--- src/acs_pkg.sv ---
`timescale 1ns / 1ps
// ----------------------------------------------------------------------------
// acs_pkg
// Shared types, codes and constants for the actuator command sequencer.
// ----------------------------------------------------------------------------
package acs_pkg;

  localparam int unsigned OpW    = 3;
  localparam int unsigned ParamW = 8;
  localparam int unsigned SensW  = 2;
  localparam int unsigned TimerW = 16;
  localparam int unsigned CfgIdxW  = 3;
  localparam int unsigned CfgDataW = 16;

  // operation codes
  localparam logic [OpW-1:0] OP_TICK      = 3'd0;
  localparam logic [OpW-1:0] OP_KNOCK     = 3'd1;
  localparam logic [OpW-1:0] OP_ROTATE    = 3'd2;
  localparam logic [OpW-1:0] OP_DISCHARGE = 3'd3;
  localparam logic [OpW-1:0] OP_SENSOR    = 3'd4;

  // event kinds
  localparam logic [1:0] KIND_KNOCK_DONE     = 2'd0;
  localparam logic [1:0] KIND_ROTATE_DONE    = 2'd1;
  localparam logic [1:0] KIND_DISCHARGE_DONE = 2'd2;
  localparam logic [1:0] KIND_ERROR          = 2'd3;

  // error codes
  localparam logic [7:0] ERR_TIMEOUT = 8'd0;
  localparam logic [7:0] ERR_INVALID = 8'd1;
  localparam logic [7:0] ERR_BUSY    = 8'd2;

  // register indexes
  localparam logic [CfgIdxW-1:0] REG_STRIKE_ANGLE      = 3'd0;
  localparam logic [CfgIdxW-1:0] REG_REST_ANGLE        = 3'd1;
  localparam logic [CfgIdxW-1:0] REG_DOOR_OPEN_ANGLE   = 3'd2;
  localparam logic [CfgIdxW-1:0] REG_DOOR_CLOSED_ANGLE = 3'd3;
  localparam logic [CfgIdxW-1:0] REG_DRIVE_SPEED       = 3'd4;
  localparam logic [CfgIdxW-1:0] REG_ROTATE_TIMEOUT    = 3'd5;
  localparam logic [CfgIdxW-1:0] REG_KNOCK_PERIOD      = 3'd6;
  localparam logic [CfgIdxW-1:0] REG_DOOR_HOLD         = 3'd7;

  // fixed phase durations, ticks
  localparam logic [TimerW-1:0] STRIKE_DWELL_MS     = 16'd150;
  localparam logic [TimerW-1:0] STRIKE_SETTLE_MS    = 16'd150;
  localparam logic [TimerW-1:0] DOOR_SETTLE_TIME_MS = 16'd300;
  localparam logic [TimerW-1:0] STOP_SETTLE_MS      = 16'd200;

  typedef struct packed {
    logic [7:0]        strike_angle;
    logic [7:0]        rest_angle;
    logic [7:0]        door_open_deg;
    logic [7:0]        door_closed_angle;
    logic [7:0]        drive_speed;
    logic [TimerW-1:0] rotate_timeout_ms;
    logic [TimerW-1:0] knock_period_ms;
    logic [TimerW-1:0] door_hold_ticks;
  } acs_cfg_t;

  typedef struct packed {
    logic       event_valid;
    logic [1:0] event_kind;
    logic [7:0] event_value;
    logic [7:0] knock_servo_angle;
    logic [7:0] door_servo_angle;
    logic [7:0] motor_duty;
    logic       busy_res;
  } acs_res_t;

endpackage

--- src/acs_cmd_if.sv ---
`timescale 1ns / 1ps
// ----------------------------------------------------------------------------
// acs_cmd_if / acs_res_if
// Valid/ready channels for command items and result items.
// ----------------------------------------------------------------------------
interface acs_cmd_if;
  logic       valid;
  logic       ready;
  logic [2:0] operation;
  logic [7:0] command_param;
  logic [1:0] sensor_position;

  modport source (output valid, output operation, output command_param,
                  output sensor_position, input ready);
  modport sink   (input valid, input operation, input command_param,
                  input sensor_position, output ready);
endinterface

interface acs_res_if;
  logic       valid;
  logic       ready;
  logic       event_valid;
  logic [1:0] event_kind;
  logic [7:0] event_value;
  logic [7:0] knock_servo_angle;
  logic [7:0] door_servo_angle;
  logic [7:0] motor_duty;
  logic       busy_res;

  modport source (output valid, output event_valid, output event_kind,
                  output event_value, output knock_servo_angle,
                  output door_servo_angle, output motor_duty,
                  output busy_res, input ready);
  modport sink   (input valid, input event_valid, input event_kind,
                  input event_value, input knock_servo_angle,
                  input door_servo_angle, input motor_duty,
                  input busy_res, output ready);
endinterface

--- src/acs_cfg_regs.sv ---
`timescale 1ns / 1ps
// ----------------------------------------------------------------------------
// acs_cfg_regs
// Configuration register file, written through a plain write port.
// ----------------------------------------------------------------------------
module acs_cfg_regs
  import acs_pkg::*;
(
  input  logic                clk_i,
  input  logic                rst_ni,
  input  logic                cfg_we_i,
  input  logic [CfgIdxW-1:0]  cfg_index_i,
  input  logic [CfgDataW-1:0] cfg_data_i,
  output acs_cfg_t            cfg_o
);

  acs_cfg_t cfg_q, cfg_d;

  always_comb begin
    cfg_d = cfg_q;
    if (cfg_we_i) begin
      unique case (cfg_index_i)
        REG_STRIKE_ANGLE:      cfg_d.strike_angle      = cfg_data_i[7:0];
        REG_REST_ANGLE:        cfg_d.rest_angle        = cfg_data_i[7:0];
        REG_DOOR_OPEN_ANGLE:   cfg_d.door_open_deg     = cfg_data_i[7:0];
        REG_DOOR_CLOSED_ANGLE: cfg_d.door_closed_angle = cfg_data_i[7:0];
        REG_DRIVE_SPEED:       cfg_d.drive_speed       = cfg_data_i[7:0];
        REG_ROTATE_TIMEOUT:    cfg_d.rotate_timeout_ms = cfg_data_i[TimerW-1:0];
        REG_KNOCK_PERIOD:      cfg_d.knock_period_ms   = cfg_data_i[TimerW-1:0];
        REG_DOOR_HOLD:         cfg_d.door_hold_ticks   = cfg_data_i[TimerW-1:0];
        default: ;
      endcase
    end
  end

  always_ff @(posedge clk_i or negedge rst_ni) begin
    if (!rst_ni) begin
      cfg_q.strike_angle      <= 8'd90;
      cfg_q.rest_angle        <= 8'd0;
      cfg_q.door_open_deg     <= 8'd90;
      cfg_q.door_closed_angle <= 8'd0;
      cfg_q.drive_speed       <= 8'd200;
      cfg_q.rotate_timeout_ms <= 16'd5000;
      cfg_q.knock_period_ms   <= 16'd500;
      cfg_q.door_hold_ticks   <= 16'd1000;
    end else begin
      cfg_q <= cfg_d;
    end
  end

  assign cfg_o = cfg_q;

endmodule

--- src/acs_seq.sv ---
`timescale 1ns / 1ps
// ----------------------------------------------------------------------------
// acs_seq
// Command sequencer state and the single-pass step logic for one item.
// ----------------------------------------------------------------------------
module acs_seq
  import acs_pkg::*;
(
  input  logic              clk_i,
  input  logic              rst_ni,
  input  logic              step_i,
  input  logic [OpW-1:0]    op_i,
  input  logic [ParamW-1:0] param_i,
  input  logic [SensW-1:0]  sensor_i,
  input  acs_cfg_t          cfg_i,
  output acs_res_t          res_o
);

  localparam logic [2:0] PH_IDLE     = 3'd0;
  localparam logic [2:0] PH_K_DWELL  = 3'd1;
  localparam logic [2:0] PH_K_SETTLE = 3'd2;
  localparam logic [2:0] PH_K_WAIT   = 3'd3;
  localparam logic [2:0] PH_R_RUN    = 3'd4;
  localparam logic [2:0] PH_R_STOP   = 3'd5;
  localparam logic [2:0] PH_D_HOLD   = 3'd6;
  localparam logic [2:0] PH_D_SETTLE = 3'd7;

  localparam logic [TimerW-1:0] TimerMax = '1;
  localparam logic [2:0]        PosUnknown = 3'd4;

  logic [2:0]        phase_q, phase_d;
  logic [TimerW-1:0] phase_tmr_q, phase_tmr_d;
  logic [TimerW-1:0] period_tmr_q, period_tmr_d;
  logic [7:0]        strikes_done_q, strikes_done_d;
  logic [7:0]        strikes_want_q, strikes_want_d;
  logic [1:0]        target_q, target_d;
  logic [2:0]        cur_pos_q, cur_pos_d;

  logic [TimerW-1:0] phase_inc, period_inc;
  logic [7:0]        strikes_inc;
  logic              ev_valid;
  logic [1:0]        ev_kind;
  logic [7:0]        ev_value;

  assign phase_inc   = (phase_tmr_q == TimerMax) ? phase_tmr_q : phase_tmr_q + 1'b1;
  assign period_inc  = (period_tmr_q == TimerMax) ? period_tmr_q : period_tmr_q + 1'b1;
  assign strikes_inc = strikes_done_q + 8'd1;

  always_comb begin
    phase_d        = phase_q;
    phase_tmr_d    = phase_tmr_q;
    period_tmr_d   = period_tmr_q;
    strikes_done_d = strikes_done_q;
    strikes_want_d = strikes_want_q;
    target_d       = target_q;
    cur_pos_d      = cur_pos_q;
    ev_valid       = 1'b0;
    ev_kind        = KIND_KNOCK_DONE;
    ev_value       = 8'd0;

    unique case (op_i)
      OP_TICK: begin
        if (phase_q != PH_IDLE) begin
          phase_tmr_d  = phase_inc;
          period_tmr_d = period_inc;
          unique case (phase_q)
            PH_K_DWELL: begin
              if (phase_inc >= STRIKE_DWELL_MS) begin
                phase_d     = PH_K_SETTLE;
                phase_tmr_d = '0;
              end
            end
            PH_K_SETTLE: begin
              if (phase_inc >= STRIKE_SETTLE_MS) begin
                strikes_done_d = strikes_inc;
                ev_valid       = 1'b1;
                ev_kind        = KIND_KNOCK_DONE;
                ev_value       = strikes_inc;
                phase_tmr_d    = '0;
                if (strikes_inc >= strikes_want_q) begin
                  phase_d = PH_IDLE;
                end else if (period_inc >= cfg_i.knock_period_ms) begin
                  phase_d      = PH_K_DWELL;
                  period_tmr_d = '0;
                end else begin
                  phase_d = PH_K_WAIT;
                end
              end
            end
            PH_K_WAIT: begin
              if (period_inc >= cfg_i.knock_period_ms) begin
                phase_d      = PH_K_DWELL;
                phase_tmr_d  = '0;
                period_tmr_d = '0;
              end
            end
            PH_R_RUN: begin
              if (phase_inc >= cfg_i.rotate_timeout_ms) begin
                phase_d     = PH_IDLE;
                phase_tmr_d = '0;
                ev_valid    = 1'b1;
                ev_kind     = KIND_ERROR;
                ev_value    = ERR_TIMEOUT;
              end
            end
            PH_R_STOP: begin
              if (phase_inc >= STOP_SETTLE_MS) begin
                phase_d     = PH_IDLE;
                phase_tmr_d = '0;
                ev_valid    = 1'b1;
                ev_kind     = KIND_ROTATE_DONE;
                ev_value    = {6'd0, target_q};
              end
            end
            PH_D_HOLD: begin
              if (phase_inc >= cfg_i.door_hold_ticks) begin
                phase_d     = PH_D_SETTLE;
                phase_tmr_d = '0;
              end
            end
            PH_D_SETTLE: begin
              if (phase_inc >= DOOR_SETTLE_TIME_MS) begin
                phase_d     = PH_IDLE;
                phase_tmr_d = '0;
                ev_valid    = 1'b1;
                ev_kind     = KIND_DISCHARGE_DONE;
                ev_value    = 8'd0;
              end
            end
            default: begin
              phase_d     = PH_IDLE;
              phase_tmr_d = '0;
            end
          endcase
        end
      end
      OP_KNOCK, OP_ROTATE, OP_DISCHARGE: begin
        if (phase_q != PH_IDLE) begin
          // running command carries on
          ev_valid = 1'b1;
          ev_kind  = KIND_ERROR;
          ev_value = ERR_BUSY;
        end else if (op_i == OP_KNOCK) begin
          if (param_i != 8'd0) begin
            strikes_want_d = param_i;
            strikes_done_d = 8'd0;
            phase_d        = PH_K_DWELL;
            phase_tmr_d    = '0;
            period_tmr_d   = '0;
          end
        end else if (op_i == OP_ROTATE) begin
          if (param_i > 8'd3) begin
            ev_valid = 1'b1;
            ev_kind  = KIND_ERROR;
            ev_value = ERR_INVALID;
          end else if ({1'b0, param_i[1:0]} == cur_pos_q) begin
            ev_valid = 1'b1;
            ev_kind  = KIND_ROTATE_DONE;
            ev_value = param_i;
          end else begin
            target_d    = param_i[1:0];
            phase_d     = PH_R_RUN;
            phase_tmr_d = '0;
          end
        end else begin
          phase_d     = PH_D_HOLD;
          phase_tmr_d = '0;
        end
      end
      OP_SENSOR: begin
        if (phase_q == PH_R_RUN && sensor_i == target_q) begin
          cur_pos_d   = {1'b0, target_q};
          phase_d     = PH_R_STOP;
          phase_tmr_d = '0;
        end
      end
      default: ;
    endcase
  end

  always_ff @(posedge clk_i or negedge rst_ni) begin
    if (!rst_ni) begin
      phase_q        <= PH_IDLE;
      phase_tmr_q    <= '0;
      period_tmr_q   <= '0;
      strikes_done_q <= '0;
      strikes_want_q <= '0;
      target_q       <= '0;
      cur_pos_q      <= PosUnknown;
    end else if (step_i) begin
      phase_q        <= phase_d;
      phase_tmr_q    <= phase_tmr_d;
      period_tmr_q   <= period_tmr_d;
      strikes_done_q <= strikes_done_d;
      strikes_want_q <= strikes_want_d;
      target_q       <= target_d;
      cur_pos_q      <= cur_pos_d;
    end
  end

  // outputs follow the state after the item
  always_comb begin
    res_o.event_valid       = ev_valid;
    res_o.event_kind        = ev_kind;
    res_o.event_value       = ev_value;
    res_o.knock_servo_angle = (phase_d == PH_K_DWELL) ? cfg_i.strike_angle
                                                      : cfg_i.rest_angle;
    res_o.door_servo_angle  = (phase_d == PH_D_HOLD) ? cfg_i.door_open_deg
                                                     : cfg_i.door_closed_angle;
    res_o.motor_duty        = (phase_d == PH_R_RUN) ? cfg_i.drive_speed : 8'd0;
    res_o.busy_res          = (phase_d != PH_IDLE);
  end

endmodule

--- src/actuator_command_sequencer_top.sv ---
`timescale 1ns / 1ps
// ----------------------------------------------------------------------------
// actuator_command_sequencer_top
// Knock, rotate and discharge sequencer driven by tick and sensor items.
// ----------------------------------------------------------------------------
// Usage:
//   cmd_i  - valid/ready channel of command items: a 1 ms tick, knock,
//            rotate, discharge or a position-sensor event.
//   res_o  - valid/ready channel, exactly one result item per command item,
//            carrying an optional report plus the servo angles, motor duty
//            and busy flag after that item.
//   cfg_*  - write port for the eight configuration registers.
// Each item is captured in an input register, stepped through the sequencer
// and held in the result register: res_o.valid rises once the stepped result
// is registered there. One item per cycle is sustained while the receiver
// takes results; the limit is the single state update per cycle in the
// sequencer.
// When the receiver stalls, the result register holds and the input register
// takes one more item before cmd_i.ready drops.
// Reset clears the pipeline, sets the sequencer idle with position unknown
// and loads the register defaults.
// ----------------------------------------------------------------------------
module actuator_command_sequencer_top
  import acs_pkg::*;
(
  input  logic                clk_i,
  input  logic                rst_ni,
  acs_cmd_if.sink             cmd_i,
  acs_res_if.source           res_o,
  input  logic                cfg_we_i,
  input  logic [CfgIdxW-1:0]  cfg_index_i,
  input  logic [CfgDataW-1:0] cfg_data_i
);

  acs_cfg_t cfg;
  acs_res_t step_res;

  logic              in_vld_q, in_vld_d;
  logic [OpW-1:0]    op_q;
  logic [ParamW-1:0] param_q;
  logic [SensW-1:0]  sensor_q;
  logic              out_vld_q, out_vld_d;
  acs_res_t          res_q;
  logic              step;
  logic              in_take;

  assign step     = in_vld_q && (!out_vld_q || res_o.ready);
  assign in_take  = cmd_i.valid && cmd_i.ready;
  assign cmd_i.ready = !in_vld_q || step;

  assign in_vld_d  = in_take ? 1'b1 : (step ? 1'b0 : in_vld_q);
  assign out_vld_d = step ? 1'b1 : (res_o.ready ? 1'b0 : out_vld_q);

  acs_cfg_regs u_cfg (
    .clk_i       (clk_i),
    .rst_ni      (rst_ni),
    .cfg_we_i    (cfg_we_i),
    .cfg_index_i (cfg_index_i),
    .cfg_data_i  (cfg_data_i),
    .cfg_o       (cfg)
  );

  acs_seq u_seq (
    .clk_i    (clk_i),
    .rst_ni   (rst_ni),
    .step_i   (step),
    .op_i     (op_q),
    .param_i  (param_q),
    .sensor_i (sensor_q),
    .cfg_i    (cfg),
    .res_o    (step_res)
  );

  always_ff @(posedge clk_i or negedge rst_ni) begin
    if (!rst_ni) begin
      in_vld_q  <= 1'b0;
      out_vld_q <= 1'b0;
    end else begin
      in_vld_q  <= in_vld_d;
      out_vld_q <= out_vld_d;
    end
  end

  always_ff @(posedge clk_i) begin
    if (in_take) begin
      op_q     <= cmd_i.operation;
      param_q  <= cmd_i.command_param;
      sensor_q <= cmd_i.sensor_position;
    end
    if (step) begin
      res_q <= step_res;
    end
  end

  assign res_o.valid             = out_vld_q;
  assign res_o.event_valid       = res_q.event_valid;
  assign res_o.event_kind        = res_q.event_kind;
  assign res_o.event_value       = res_q.event_value;
  assign res_o.knock_servo_angle = res_q.knock_servo_angle;
  assign res_o.door_servo_angle  = res_q.door_servo_angle;
  assign res_o.motor_duty        = res_q.motor_duty;
  assign res_o.busy_res          = res_q.busy_res;

`ifndef SYNTH
  // a busy rejection never stops the running command
  a_busy_keeps_running: assert property (@(posedge clk_i) disable iff (!rst_ni)
    res_o.valid && res_o.event_valid && res_o.event_kind == KIND_ERROR &&
    res_o.event_value == ERR_BUSY |-> res_o.busy_res)
    else $error("busy rejection reported while idle");

  a_quiet_no_report: assert property (@(posedge clk_i) disable iff (!rst_ni)
    res_o.valid && !res_o.event_valid |->
    res_o.event_kind == KIND_KNOCK_DONE && res_o.event_value == 8'd0)
    else $error("report fields set without a report");

  a_error_code: assert property (@(posedge clk_i) disable iff (!rst_ni)
    res_o.valid && res_o.event_valid && res_o.event_kind == KIND_ERROR |->
    res_o.event_value == ERR_TIMEOUT || res_o.event_value == ERR_INVALID ||
    res_o.event_value == ERR_BUSY)
    else $error("unknown error code");

  a_step_fills_output: assert property (@(posedge clk_i) disable iff (!rst_ni)
    step |=> out_vld_q)
    else $error("stepped item lost before the result register");
`endif

endmodule

--- src/flat_wrapper.sv ---
// flat-port wrapper written by rule: the top's interface ports become plain ports
module actuator_command_sequencer_top_flat import acs_pkg::*;
  (clk_i, rst_ni, cfg_we_i, cfg_index_i, cfg_data_i, cmd_i_valid, cmd_i_operation, cmd_i_command_param, cmd_i_sensor_position, cmd_i_ready, res_o_valid, res_o_event_valid, res_o_event_kind, res_o_event_value, res_o_knock_servo_angle, res_o_door_servo_angle, res_o_motor_duty, res_o_busy_res, res_o_ready);
  acs_cmd_if cmd_i_i ();
  acs_res_if res_o_i ();
  input  logic clk_i;
  input  logic rst_ni;
  input  logic cfg_we_i;
  input  logic [CfgIdxW-1:0] cfg_index_i;
  input  logic [CfgDataW-1:0] cfg_data_i;
  input wire logic [$bits(cmd_i_i.valid)-1:0] cmd_i_valid;
  input wire logic [$bits(cmd_i_i.operation)-1:0] cmd_i_operation;
  input wire logic [$bits(cmd_i_i.command_param)-1:0] cmd_i_command_param;
  input wire logic [$bits(cmd_i_i.sensor_position)-1:0] cmd_i_sensor_position;
  output wire logic [$bits(cmd_i_i.ready)-1:0] cmd_i_ready;
  output wire logic [$bits(res_o_i.valid)-1:0] res_o_valid;
  output wire logic [$bits(res_o_i.event_valid)-1:0] res_o_event_valid;
  output wire logic [$bits(res_o_i.event_kind)-1:0] res_o_event_kind;
  output wire logic [$bits(res_o_i.event_value)-1:0] res_o_event_value;
  output wire logic [$bits(res_o_i.knock_servo_angle)-1:0] res_o_knock_servo_angle;
  output wire logic [$bits(res_o_i.door_servo_angle)-1:0] res_o_door_servo_angle;
  output wire logic [$bits(res_o_i.motor_duty)-1:0] res_o_motor_duty;
  output wire logic [$bits(res_o_i.busy_res)-1:0] res_o_busy_res;
  input wire logic [$bits(res_o_i.ready)-1:0] res_o_ready;
  assign cmd_i_i.valid = cmd_i_valid;
  assign cmd_i_i.operation = cmd_i_operation;
  assign cmd_i_i.command_param = cmd_i_command_param;
  assign cmd_i_i.sensor_position = cmd_i_sensor_position;
  assign cmd_i_ready = cmd_i_i.ready;
  assign res_o_valid = res_o_i.valid;
  assign res_o_event_valid = res_o_i.event_valid;
  assign res_o_event_kind = res_o_i.event_kind;
  assign res_o_event_value = res_o_i.event_value;
  assign res_o_knock_servo_angle = res_o_i.knock_servo_angle;
  assign res_o_door_servo_angle = res_o_i.door_servo_angle;
  assign res_o_motor_duty = res_o_i.motor_duty;
  assign res_o_busy_res = res_o_i.busy_res;
  assign res_o_i.ready = res_o_ready;
  actuator_command_sequencer_top u_core (.clk_i(clk_i), .rst_ni(rst_ni), .cmd_i(cmd_i_i), .res_o(res_o_i), .cfg_we_i(cfg_we_i), .cfg_index_i(cfg_index_i), .cfg_data_i(cfg_data_i));
endmodule
--- config.mk ---
export PLATFORM = sky130hd
export DESIGN_NAME = actuator_command_sequencer_top_flat
export DESIGN_NICKNAME = d
export VERILOG_FILES = /design/src/acs_pkg.sv /design/src/acs_cmd_if.sv /design/src/acs_cfg_regs.sv /design/src/acs_seq.sv /design/src/actuator_command_sequencer_top.sv /design/src/flat_wrapper.sv
export SDC_FILE = /design/constraint.sdc
export NUM_CORES = 1
export LEC_CHECK = 0
export ABC_AREA = 1
export BUFFER_PORTS_ARGS = -buffer_cell sky130_fd_sc_hd__buf_2
export CELL_PAD_IN_SITES_DETAIL_PLACEMENT = 1
export CELL_PAD_IN_SITES_GLOBAL_PLACEMENT = 2
export CORE_MARGIN = 4
export CORE_UTILIZATION = 38
export CTS_BUF_LIST = sky130_fd_sc_hd__clkbuf_8
export DETAILED_ROUTE_END_ITERATION = 8
export GPL_TIMING_DRIVEN = 0
export HOLD_SLACK_MARGIN = 0.1
export PLACE_DENSITY_LB_ADDON = 0.1
export SETUP_SLACK_MARGIN = 0.05
export SLEW_MARGIN = 20
export SYNTH_ARGS = -nofsm -noshare
export SYNTH_HDL_FRONTEND = slang
export SYNTH_SLANG_ARGS = --single-unit
--- constraint.sdc ---
create_clock -name clk_i -period 4.3 [get_ports clk_i]
set_clock_uncertainty 0.1 [all_clocks]
set_input_delay 0.645 -clock clk_i [delete_from_list [all_inputs] [get_ports clk_i]]
set_output_delay 0.645 -clock clk_i [all_outputs]
set_load 0.02 [all_outputs]
* After elaboration in Yosys (flattened, before gate mapping)
Cells that the tools add are included.
** Storage, ports and cells
- Bits in registers :: 195
- Logic and storage cells :: 200
- Memories kept :: 0
- Latch bits :: 0
- Bits in read-only memories :: 0
- RAM bits :: 0
- Output and inout port bits :: 38
** Operators by class
- Divide/modulo/power cells :: 0
- Bitwise gates (word level) :: 4
- Add/sub/neg operators :: 3
- Order comparisons :: 8
- Mux-type cells :: 91
- Shift-type cells :: 0
- Multiply operators :: 0
- Equality and inequality tests :: 35
- Reductions and logical operators :: 32
** Operator list (count)
- $mux 16 :: 22
- $mux 8 :: 15
- $pmux 16 s6 :: 1
- $pmux 16 s2 :: 2
- $ge 16x16->1 :: 3
- $pmux 16 s3 :: 1
- $pmux 8 s2 :: 3
- $mux 3 :: 15
- $eq 3x3->1 const B :: 11
- $add 16x1->16 const B :: 2
- $eq 16x16->1 const B :: 2
- $ge 16x8->1 const B :: 2
- $pmux 3 s7 :: 1
- $mux 2 :: 10
- $eq 3x2->1 const B :: 6
- $ge 16x9->1 const B :: 1
- $mux 1 :: 16
- $reduce_and 2->1 :: 8
- $reduce_and 8->1 :: 2
- $eq 3x1->1 const B :: 4
- $ne 2x2->1 const B :: 6
- $pmux 3 s3 :: 1
- $reduce_bool 3->1 :: 3
- $add 8x1->8 const B :: 1
- 24 further kinds :: 35

* Depth between registers and ports, before layout
- Depth after elaboration :: 11
- Gate-level depth with buffers :: 31

* Cells and area by module
From an unflattened synthesis, not the netlist that was laid out.
** Unflattened totals
- Cells, all modules :: 1346
- Area, all modules :: 10884.2 µm²
** Modules (own cells, without submodules)
- acs_seq :: area each 5804.3 µm², cells an instance 888, times used 1
- acs_cfg_regs :: area each 3513.4 µm², cells an instance 397, times used 1
- actuator_command_sequencer_top :: area each 1566.5 µm², cells an instance 61, times used 1

* Worst setup path before layout
OpenSTA, ideal clock, no wires.
- Path kind :: reg-to-reg
- Start point :: register u_core.u_seq.period_tmr_q[0]
- End point :: register u_core.res_q (netlist bit u_core.res_o.door_servo_angle[0]), data pin
- Slack :: 746 ps
- Arrival time :: 3198 ps
- Data required time :: 3944 ps
- Buffers on the path :: 1
- Period minus slack after synthesis :: 3554 ps
- Cell stages (with the launch flop) :: 31
- Cells stage by stage :: dfrtp_1 -> ha_1 -> inv_1 -> nor3_1 -> nand3_1 -> nor2_1 -> inv_1 -> nor2_1 -> nand4_1 -> inv_1 -> nor3_1 -> nand2_1 -> xor2_1 -> inv_1 -> ha_1 -> a21oi_1 -> o21a_1 -> nand2_1 -> nand2_1 -> nand3_1 -> nor2_1 -> nor2_1 -> nand2_1 -> nand3_1 -> nand2_1 -> nand2_1 -> nand3_2 -> buf_6 -> nand2_4 -> o21bai_1 -> nand2_1
** RTL lines
- start, declared :: line acs_seq.sv:33 : logic [TimerW-1:0] period_tmr_q, period_tmr_d;
- start signal, assigned :: line acs_seq.sv:193 : period_tmr_q <= period_tmr_d;
- end signal, assigned :: line actuator_command_sequencer_top.sv:91 : res_q <= step_res;
- end, declared :: line actuator_command_sequencer_top.sv:43 : acs_res_t res_q;

==> out/results.tsv <==
stage	metric	value	unit
timing	fmax	241.2	MHz
timing	Worst Tran Pin Value	0.8708	ns
synthesis	synthesized area per cell	8.283	sq um
final_layout	share of layout cells above drive strength 1	17.83	%
power_and_ir_drop	clock power share	21.4	%
cts	clk_lat worst skew	0.50	ns
grt	initial antenna violation count	1	
worst_setup_path	CP max-delay cell	dfrtp_1	
drt	via count	8934	
floorplanning	die area	30890	sq um
power_and_ir_drop	P per Cell Area	482.3	nW/um^2
final_layout	fin cells	1792	
drt	Final ANT Viol Nets	0	
drt	Initial DRC Count	413	
placed_design	# port buffers	74	
worst_setup_path	Max stage delay on crit path	0.41	ns
final_layout	fillcell total	3444	
synthesis	Yosys cell types	44	
worst_setup_path	crit path max fanout	8	
power_and_ir_drop	Sw Pwr	2448	uW
outcome	outcome	finished clean	
min_path	HP Class	in -> reg	
grt	vias in the first global route	9325	
power_and_ir_drop	P_int	3522	uW
worst_setup_path	worst path buffer plus inverter count	4	
floorplanning	effective utilization at floorplan	38.49	%
power_and_ir_drop	sequential power share	42.6	%
timing	Finish-stage setup viols	0	
placed_design	GP Congestion	0.8143	
synthesis	Seq cells post-synth	195	
timing	fin crit period	4.146	ns
cts	CTS Buffer Depth	2	
timing	RSZ-0062 raised after global routing	yes	
synthesis	Mapped Cells	1291	
drt	routed wire length per instance	17.21	microns
timing	Post-Route Setup TNS	0	ns
grt	Congestion Overflow GR	0	
worst_setup_path	CP most frequent cell	nand2_1	
cts	clk sink count	195	
floorplanning	Die X-Extent	175.7	microns
timing	endpoints failing hold	0	
synthesis	main flop type after synthesis	dfrtp_1	
timing	hold_ws	0.2253	ns
final_layout	area added between synthesis and finish	15.75	%
final_layout	most frequent cells in the layout	299 x nand2_1, 206 x inv_1, 134 x o21ai_0	
timing	final critical-path share of the clock period	96.42	%
floorplanning	Die Y	175.7	microns
synthesis	Synth Cell Area	10690	sq um
floorplanning	core area	27780	sq um
final_layout	nets@finish	1496	
drt	Avg Vias per Cell	4.985	
final_layout	multi-input logic area	4830	sq um
placed_design	placed cell area	11590	sq um
worst_setup_path	CP Data Required Time	4.43	ns
power_and_ir_drop	Pleak	0.005949	uW
floorplanning	std cell rows	61	
worst_setup_path	CP Class	reg -> reg	
job	max_cap viols	0	
cts	CTS Buf Count	17	
synthesis	Seq/Total Area, Yosys	48.27	%
grt	pin count of the biggest net entering global routing	94	
worst_setup_path	critical path's top delay family	simple AND/OR/NAND/NOR gates	
worst_setup_path	Worst Setup Start Kind	flop	
cts	clock transition at the registers of the reported paths	0.12	ns
synthesis	Ys Warns	0	
drt	WL final	30840	microns
floorplanning	IO Count	75	
final_layout	most common cell after layout, fill and taps aside	nand2_1	
worst_setup_path	endpoint class of the critical path	flop	
worst_setup_path	signal arrival time at the worst endpoint	4.28	ns
power_and_ir_drop	Combinational Power Share	36.0	%
timing	Final Max Tran Viols	0	
final_layout	Final Cell Area	12380	sq um
drt	first drt pass iteration count	4	
power_and_ir_drop	Switching Fraction	41.01	%
synthesis	syn nets	1387	
drt	Residual DRC	0	
placed_design	Placed Cells	1745	
cts	CTS tree	done	
synthesis	FFs w/ async S/R, synth	74.87	%
synthesis	number of enable flip-flop cells after synthesis	49	
power_and_ir_drop	Worst VDD drop	214.8	uV
placed_design	Detailed Place HPWL	23070	microns
grt	first-pass GRT wire length	49970	microns
timing	Worst slew margin	41.47	%
cts	Root Driver	clkbuf_8	
final_layout	Sequential Area	5164	sq um
cts	Max H-tree Level	4	
grt	gr usage total	20.40	%
per-stage QoR:
stage | setup WS [ns] | utilization, % | total power [uW]
floorplan | 0.7460 | - | 3886
global placement | -0.7372 | 41.52 | 4459
detailed placement | -0.3635 | 41.74 | 4526
CTS | 0.05538 | 43.54 | 5850
global route | -0.1075 | 44.54 | 6441
finish | 0.1537 | 44.55 | 5970
power groups by stage:
stage               registers, uW  logic [uW]  clock network (uW)
finish                       2540        2150                1280
global route                 2590        2460                1390
CTS                          2540        2000                1310
detailed placement           2570        1960                   0
global placement             2560        1900                   0
floorplan                    2590        1300                   0
area by class of cell:
| type | count | share of cell area (%) |
|---|---|---|
| repair buffers | 90 | 4.387 |
| inverters | 216 | 6.551 |
| clock inverters | 15 | 1.466 |
| clock buffers | 17 | 1.890 |
| multi-input cells | 854 | 39.02 |
| well taps | 378 | 3.821 |
| diodes | 1 | 0.02022 |
| plain buffers | 26 | 1.122 |
| flip-flops and latches | 195 | 41.72 |
cells by family after synthesis:
kind of cell | count (synthesis) | synth area share [%]
flops | 195 | 48.27
compound gates | 237 | 12.17
fa+ha+maj | 59 | 6.904
xor+xnor | 15 | 1.229
buf+inv | 242 | 8.834
simple gates | 543 | 22.60
final timing paths:
kind | cells past startpoint | slack [ns] | end | startpoint
setup / recovery | 27 | 0.15 | u_core.res_o.door_servo_angle[5] | u_core.u_seq.period_tmr_q[1]
max in group asynchronous | 3 | 2.67 | u_core.u_cfg.cfg_o[5] | rst_ni
hold reg to reg | 2 | 0.37 | u_core.u_seq.cur_pos_q[2] | u_core.u_seq.cur_pos_q[2]
setup reg to reg | 27 | 0.15 | u_core.res_o.door_servo_angle[5] | u_core.u_seq.period_tmr_q[1]
min in group asynchronous | 2 | 0.56 | u_core.u_seq.strikes_want_q[4] | rst_ni
hold / removal | 1 | 0.23 | u_core.op_q[2] | cmd_i_operation[2]
registers in the layout (all words and copies together), names as in the netlist, 2 cells and up:
name                            count
u_core.res_o.event_kind             2
u_core.res_o.motor_duty             8
u_core.res_o.door_servo_angle       8
u_core.u_seq.phase_q                3
u_core.param_q                      8
u_core.sensor_q                     2
u_core.u_seq.strikes_done_q         8
u_core.u_seq.period_tmr_q          16
u_core.u_seq.target_q               2
u_core.res_o.knock_servo_angle      8
u_core.res_o.event_value            8
u_core.u_seq.cur_pos_q              3
u_core.u_seq.strikes_want_q         8
u_core.u_seq.phase_tmr_q           16
u_core.op_q                         3
u_core.u_cfg.cfg_o                 88
synthesized netlist by cell type, drive strengths merged (3+ instances only):
| master | instances | share of area, % |
|---|---|---|
| a21oi | 44 | 2.1 |
| buf | 9 | 0.66 |
| clkbuf | 17 | 0.60 |
| dfrtp | 117 | 27 |
| dfstp | 29 | 7.1 |
| edfxtp | 49 | 14 |
| ha | 59 | 6.9 |
| inv | 216 | 7.6 |
| nand2 | 319 | 12 |
| nand3 | 62 | 3.2 |
| nand4 | 34 | 2.0 |
| nor2 | 106 | 4.4 |
| nor3 | 16 | 0.84 |
| nor4 | 3 | 0.23 |
| o211ai | 3 | 0.21 |
| o21a | 3 | 0.21 |
| o21ai | 143 | 6.8 |
| o21bai | 9 | 0.67 |
| o22ai | 26 | 1.5 |
| o31ai | 4 | 0.28 |
| xor2 | 14 | 1.1 |
worst reg2reg max path, cell delays in order, from the launching register on:
cell and delay [ns]:
dfrtp_1 0.41, ha_4 0.16, inv_2 0.04, nor3_4 0.20, nand3_2 0.13, nor2_4 0.16
inv_2 0.07, nor2_2 0.07, nand4_1 0.16, buf_4 0.19, nand3_1 0.10, xor2_2 0.20
ha_1 0.27, a21oi_1 0.15, o21ai_0 0.12, a21oi_2 0.20, nand3_4 0.12, nor2_2 0.12
nor2_1 0.05, nand2_1 0.06, nand3_1 0.06, nand2_1 0.08, nand2_2 0.08, nand3_4 0.12
buf_8 0.11, nand2_4 0.08, o21bai_1 0.20, nand2_1 0.07
repair_timing:
action	in CTS	in global routing
endpoints found under the setup margin	44	54
buffers inserted	2	11
hold buffers	1	0
gates cloned	0	0
pin swaps	0	34
endpoints found under the hold margin	50	0
resized for setup	13	44
per-layer routing:
metal	routed length [microns]	vias to the layer above	part of all wire, %	GRT usage, %
met2	15060	73	49	34.45
met4	218	0	0.71	3.606
li1	-	4440	-	-
met5	0	-	0	0
met1	14870	4406	48	28.46
met3	703	15	2.3	2.884
(Power assumes the default switching activity.)
